File: src/design/acab_pkg.sv
`timescale 1ns / 1ps
// package for the aho-corasick automaton builder
// holds defaults, codes, controller states, datapath ops and status struct; no dependencies
package acab_pkg;

	localparam int ALPHABET_DEF = 32;
	localparam int NODES_DEF    = 128;
	localparam int CNT_W        = 9;
	localparam int ACNT_W       = 6;
	localparam logic [ACNT_W-1:0] ACNT_RESET = 6'd32;

	localparam logic [1:0] STAT_OK    = 2'd0;
	localparam logic [1:0] STAT_FULL  = 2'd1;
	localparam logic [1:0] STAT_RANGE = 2'd2;

	typedef enum logic [1:0] {
		FN_INSERT,
		FN_BUILD,
		FN_LOOKUP,
		FN_CLEAR
	} func_t;

	typedef enum logic [4:0] {
		ST_SWEEP,
		ST_IDLE,
		ST_INS_RD,
		ST_INS_UPD,
		ST_LK_RD,
		ST_LK_CHK,
		ST_T_RD,
		ST_T_CAP,
		ST_B_INIT,
		ST_B_POP,
		ST_B_LINK,
		ST_B_SETU,
		ST_B_RDV,
		ST_B_RDU,
		ST_B_ACT,
		ST_CLR,
		ST_RESP,
		ST_CRESP
	} state_t;

	typedef enum logic [4:0] {
		OP_NONE,
		OP_SWEEP,
		OP_LOAD,
		OP_INS_RD,
		OP_INS_UPD,
		OP_LK_RD,
		OP_LK_CHK,
		OP_T_RD,
		OP_T_CAP,
		OP_B_INIT,
		OP_B_POP,
		OP_B_LINK,
		OP_B_SETU,
		OP_B_RDV,
		OP_B_RDU,
		OP_B_ACT,
		OP_CLEAR,
		OP_RESP
	} op_t;

	typedef struct packed {
		logic sweep_last;
		logic sym_bad;
		logic lk_bad;
		logic bfs_empty;
		logic count_zero;
		logic id_last;
		logic out_busy;
	} dp_stat_t;

endpackage

File: src/design/acab_ctrl.sv
`timescale 1ns / 1ps
// controller state machine of the automaton builder
// sequences datapath ops from the item kind and datapath status; depends on acab_pkg
module acab_ctrl (
	input  logic               clk,
	input  logic               arst_n,
	input  logic               s_tvalid,
	input  acab_pkg::func_t    func,
	output logic               s_tready,
	input  acab_pkg::dp_stat_t st,
	output acab_pkg::op_t      op
);
	import acab_pkg::*;

	state_t state_q;
	state_t state_d;

	always_ff @(posedge clk or negedge arst_n) begin
		if (!arst_n) begin
			state_q <= ST_SWEEP;
		end else begin
			state_q <= state_d;
		end
	end

	always_comb begin
		state_d  = state_q;
		op       = OP_NONE;
		s_tready = 1'b0;
		case (state_q)
			ST_SWEEP: begin
				op = OP_SWEEP;
				if (st.sweep_last) begin
					state_d = ST_IDLE;
				end
			end
			ST_IDLE: begin
				s_tready = 1'b1;
				if (s_tvalid) begin
					op = OP_LOAD;
					case (func)
						FN_INSERT: state_d = ST_INS_RD;
						FN_BUILD:  state_d = ST_B_INIT;
						FN_LOOKUP: state_d = ST_LK_RD;
						default:   state_d = ST_CLR;
					endcase
				end
			end
			ST_INS_RD: begin
				op      = OP_INS_RD;
				state_d = st.sym_bad ? ST_T_RD : ST_INS_UPD;
			end
			ST_INS_UPD: begin
				op      = OP_INS_UPD;
				state_d = ST_T_RD;
			end
			ST_LK_RD: begin
				op      = OP_LK_RD;
				state_d = st.lk_bad ? ST_RESP : ST_LK_CHK;
			end
			ST_LK_CHK: begin
				op      = OP_LK_CHK;
				state_d = ST_T_RD;
			end
			ST_T_RD: begin
				op      = OP_T_RD;
				state_d = ST_T_CAP;
			end
			ST_T_CAP: begin
				op      = OP_T_CAP;
				state_d = ST_RESP;
			end
			ST_B_INIT: begin
				op      = OP_B_INIT;
				state_d = ST_B_POP;
			end
			ST_B_POP: begin
				if (st.bfs_empty) begin
					state_d = ST_RESP;
				end else begin
					op      = OP_B_POP;
					state_d = ST_B_LINK;
				end
			end
			ST_B_LINK: begin
				op      = OP_B_LINK;
				state_d = ST_B_SETU;
			end
			ST_B_SETU: begin
				op      = OP_B_SETU;
				state_d = st.count_zero ? ST_B_POP : ST_B_RDV;
			end
			ST_B_RDV: begin
				op      = OP_B_RDV;
				state_d = ST_B_RDU;
			end
			ST_B_RDU: begin
				op      = OP_B_RDU;
				state_d = ST_B_ACT;
			end
			ST_B_ACT: begin
				op      = OP_B_ACT;
				state_d = st.id_last ? ST_B_POP : ST_B_RDV;
			end
			ST_CLR: begin
				op      = OP_CLEAR;
				state_d = ST_CRESP;
			end
			ST_RESP: begin
				if (!st.out_busy) begin
					op      = OP_RESP;
					state_d = ST_IDLE;
				end
			end
			ST_CRESP: begin
				if (!st.out_busy) begin
					op      = OP_RESP;
					state_d = ST_SWEEP;
				end
			end
			default: begin
				state_d = ST_SWEEP;
			end
		endcase
	end

endmodule

File: config.mk
export PLATFORM = sky130hd
export DESIGN_NAME = acab_ctrl
export DESIGN_NICKNAME = d
export VERILOG_FILES = /design/src/design/acab_pkg.sv /design/src/design/acab_ctrl.sv
export SDC_FILE = /design/constraint.sdc
export NUM_CORES = 1
export LEC_CHECK = 0
export ABC_AREA = 1
export BUFFER_PORTS_ARGS = -buffer_cell sky130_fd_sc_hd__buf_2
export CAP_MARGIN = 30
export CORE_MARGIN = 2
export CORE_UTILIZATION = 54
export CTS_CLUSTER_DIAMETER = 150
export CTS_CLUSTER_SIZE = 8
export DETAILED_ROUTE_END_ITERATION = 6
export GPL_ROUTABILITY_DRIVEN = 0
export PLACE_DENSITY = 0.8
export SLEW_MARGIN = 20
export SYNTH_ARGS = -nofsm -noshare
export SYNTH_HDL_FRONTEND = slang
export SYNTH_SLANG_ARGS = --single-unit
File: constraint.sdc
create_clock -name clk -period 2.12 [get_ports clk]
set_input_delay 0.318 -clock clk [delete_from_list [all_inputs] [get_ports clk]]
set_output_delay 0.318 -clock clk [all_outputs]
set_load 0.05 [all_outputs]
; Word level (Yosys, flattened, before mapping)
; Index checks and enable logic that the tools add are counted.
[op_classes]
n_mux = 16
reduce_logical = 5
n_eq_ne = 23
[op_table]
columns = operator, count
row1 = $pmux 5 s17, 2
row2 = $eq 5x4->1 const B, 8
row3 = $mux 5, 7
row4 = $eq 5x3->1 const B, 4
row5 = $pmux 4 s3, 1
row6 = $eq 5x2->1 const B, 2
row7 = $eq 5x5->1 const B, 2
row8 = $mux 3, 3
row9 = $ne 2x2->1 const B, 4
row10 = $eq 5x1->1 const B, 1
row11 = $logic_not 5->1, 1
row12 = $mux 4, 1
row13 = $reduce_and 4->1, 1
row14 = $reduce_or 2->1, 2
row15 = $eq 2x1->1 const B, 1
row16 = $eq 2x2->1 const B, 1
row17 = $logic_not 2->1, 1
row18 = $mux 2, 1
row19 = $mux 1, 1
[word_totals]
wordCells = 45
out_inout_bits = 6
ff_bits = 5
input_bits = 12

; Longest topological paths before layout
[logic_depth]
depth_word = 4
mapped_depth = 10

; Worst setup path after synthesis
; No wires, ideal clock.
[synth_timing]
kind = reg2out
from = register state_q[4]
to = output port op[4]
path_slack_ps = 8
path_buffers = 0
arrival_time_ps = 1794
t_required_ps = 1802
stages_incl_launch_ff = 4
path_cell_list = dfrtp_1 > inv_2 > nand3_2 > o21ai_0
[synth_via]
elab_chain_cells = 3
elab_cells_between_ends = 20
cone_classes = eq/ne (17) / mux (1) / reduce/logical (2)
[synth_rtl]
columns = item, line_no
row1 = from (decl), acab_ctrl.sv:15  ; state_t state_q;
row2 = from (signal assigned), acab_ctrl.sv:22  ; state_q <= state_d;
row3 = $eq 5x5->1, acab_ctrl.sv:30  ; case (state_q)
row4 = $reduce_or 2->1 (no source line), n/a
row5 = $pmux 5 s17 (*), acab_ctrl.sv:30
row6 = to (decl), acab_ctrl.sv:11  ; output acab_pkg::op_t op
; Every way passes the cells marked *; elsewhere a longest branch is shown, timed or not.

; Worst setup path after layout
[layout_timing]
from = register state_q[4]
to = output port op[2]
; Same word-level chain as after synthesis.

==> flow_metrics.tcl <==
set metrics [dict create \
    outcome "completed" \
    ant_nets 0 \
    first_iter_violations 49 \
    cts_tree "built" \
    synth.distinct_cells 23 \
    critPathKind "flop to output pin" \
    clock_power_share 0.074 \
    clkTransAtPathRegs_ps 50 \
    cts_max_level 1 \
    root_buffer "clkbuf_4" \
    dr_total_vias 933 \
    grt_max_degree 10 \
    dieArea_mm2 0.00169 \
    top_regs "state_q x5" \
    cp_slowest_stage_delay_ps 450 \
    cts_num_sinks 5 \
    clk_latency_ps 250 \
    synth-seq-cells 5 \
    irDropWorstVdd_v 0.00154 \
    port_buffers 17 \
    slew_headroom 0.815 \
    critPathLaunchType "flop" \
    grt_pass1_wl_um 2980 \
    core_area_mm2 0.00130 \
    fin_crit_sh 0.968 \
    fin_crit_ps 2050 \
    antenna_found_initial 0 \
    hold_path.class "input pin to flop" \
    largest_register_ff_count 5 \
    die_h_um 41.2 \
    drt-pass1-iter-count 4 \
    placedCellCount 157 \
    drv_slew 0 \
    tightest_slew_ps 278 \
    post_synth.cell_area_avg_um2 5.92 \
    initial_core_util 0.573 \
    hold_ws_ps 334 \
    vias_per_cell 5.69 \
    wl_um 2150 \
    syn-num-nets 141 \
    cts_made_buffers 3 \
    drc 0 \
    dp_hpwl_um 1530 \
    fill_cells 111 \
    p_comb_frac 0.778 \
    final_cells 164 \
    powerDensity_mw_per_mm2 1680 \
    track_usage 0.277 \
    seq_area_frac_synth 0.168 \
    boundaryPins 18 \
    fmax_ghz 0.487 \
    crit_arrival_ps 1730 \
    fin_nets 165 \
    n_antenna_cell 0 \
    crit_slowest_cell "dfrtp_1" \
    critPathBufInv 2 \
    grt_pass1_vias 706 \
    clock_path_buffers 2 \
    drv_cap 0 \
    hold_viol_final 0 \
    num_rows 13 \
    syn_to_final_growth_pct 23.2 \
    internal-power_uw 567 \
    drive_above_1_share 0.369 \
    setup_viol 0 \
    synthCells 126 \
    wire_per_inst_um 13.1 \
    switching_share 0.633 \
    required_ps 1800 \
    cp_max_fo 6 \
    worstPathCellList "inv_2 > nand3_2 > o22ai_1 > nor2_1 > nand2_1 > buf_2" \
    crit_path_end_kind "output pin" \
    die_x_um 41.2 \
    seqPwrFrac 0.149 \
    syn-cell-area_um2 746 \
    regMostFlops "state_q" \
    overflow 0 \
    switchingPower_uw 979 \
    fin_skew_ps 9.00 \
    synth_warnings 0 \
    leakage_nw 0.516 \
    cp_top_family "flip-flops" \
]
[layout by cell type (no fill, tap or decap), types with 3 or more instances in the layout]
cell type / instances
buf_2: 14
inv_2: 8
dfrtp_1: 3
nor2_4: 4
o21ai_1: 3
o21ai_0: 3
buf_4: 4
inv_1: 17
nor3_1: 3
nand4_1: 3
nand3_2: 4
clkbuf_4: 4
ha_1: 3
nor2_2: 7
a21oi_2: 3
nand2_1: 28
nor2_1: 18
nand3_1: 7
nand2_2: 3
[worst min-delay path: stages]
cell	delay (ps)
buf_2	90
nand2_1	60
o2111ai_1	70
[layer usage]
layer  share of wire  up-vias  track usage
met1            0.38      403        0.362
li1                -      444            -
met3            0.11       12       0.0707
met5               0        -            0
met2            0.46       74        0.402
met4           0.048        0        0.169
[synthesized netlist by cell type (all sizes together)]
| master | count | share of area |
|---|---|---|
| nand2 | 31 | 0.16 |
| a31oi | 1 | 0.0084 |
| nor3 | 4 | 0.042 |
| buf | 1 | 0.010 |
| o2111ai | 1 | 0.012 |
| o22ai | 1 | 0.0084 |
| a21oi | 4 | 0.042 |
| o21ai | 7 | 0.052 |
| nor2 | 29 | 0.19 |
| ha | 3 | 0.050 |
| nand3 | 11 | 0.10 |
| nand4 | 3 | 0.025 |
| inv | 25 | 0.13 |
| dfrtp | 5 | 0.17 |
[power by group through the flow]
stage	registers [mW]	clock network (mW)	logic, mW
2_1_floorplan	0.179	0	0.916
3_3_place_gp	0.207	0	1.09
3_5_place_dp	0.211	0	1.10
4_1_cts	0.217	0.115	1.11
5_1_grt	0.236	0.125	1.30
6_report	0.230	0.114	1.20
[stage by stage]
| stage | setup slack [ps] | setup TNS, ps | power, mW | cell area [um2] | util |
|---|---|---|---|---|---|
| final | 67.3 | 0 | 1.55 | 918 | 0.706 |
| after global routing | -1.20 | -1.20 | 1.66 | 918 | 0.706 |
| after CTS | 31.7 | 0 | 1.44 | 883 | 0.679 |
| after detailed placement | 264 | 0 | 1.31 | 842 | 0.647 |
| after global placement | 264 | 0 | 1.29 | 842 | 0.647 |
| after floorplan | 8.14 | 0 | 1.10 | 746 | - |
[logic make-up after synthesis]
family / after synthesis / synth area share
AO/OA/AOI/OAI: 14 / 0.122
buffers and inverters: 26 / 0.136
AND/OR/NAND/NOR: 78 / 0.523
flip-flops: 5 / 0.168
adder cells (fa/ha/maj): 3 / 0.0503
[cell type report]
| type | count | area, um2 | share of cell area |
|---|---|---|---|
| well taps | 15 | 18.8 | 0.0204 |
| flip-flops and latches | 5 | 128 | 0.139 |
| repair buffers | 20 | 118 | 0.128 |
| multi-input cells | 95 | 534 | 0.582 |
| clock buffers | 4 | 26.3 | 0.0286 |
| inverters | 25 | 93.8 | 0.102 |
[final timing paths]
| path | from | endpoint | slack, ps | cells past startpoint |
|---|---|---|---|---|
| worst max-delay path | state_q[4] | op[2] | 70 | 6 |
| worst min-delay path | st[4] | state_q[4] | 330 | 3 |
| worst max register to register | state_q[0] | state_q[1] | 660 | 9 |
| worst min register to register | state_q[2] | state_q[4] | 710 | 2 |
| max in group asynchronous | arst_n | state_q[2] | 1560 | 2 |
| min in group asynchronous | arst_n | state_q[0] | 410 | 2 |
[what timing repair did]
item                                    CTS  global route
endpoints found under the setup margin    1             4
gates resized for setup                   1            10
pin swaps                                 0             1
hold endpoints to repair                  5             0
hold buffers                              1             0
buffers inserted                          0             2
Power figures use the tool's default switching activity.
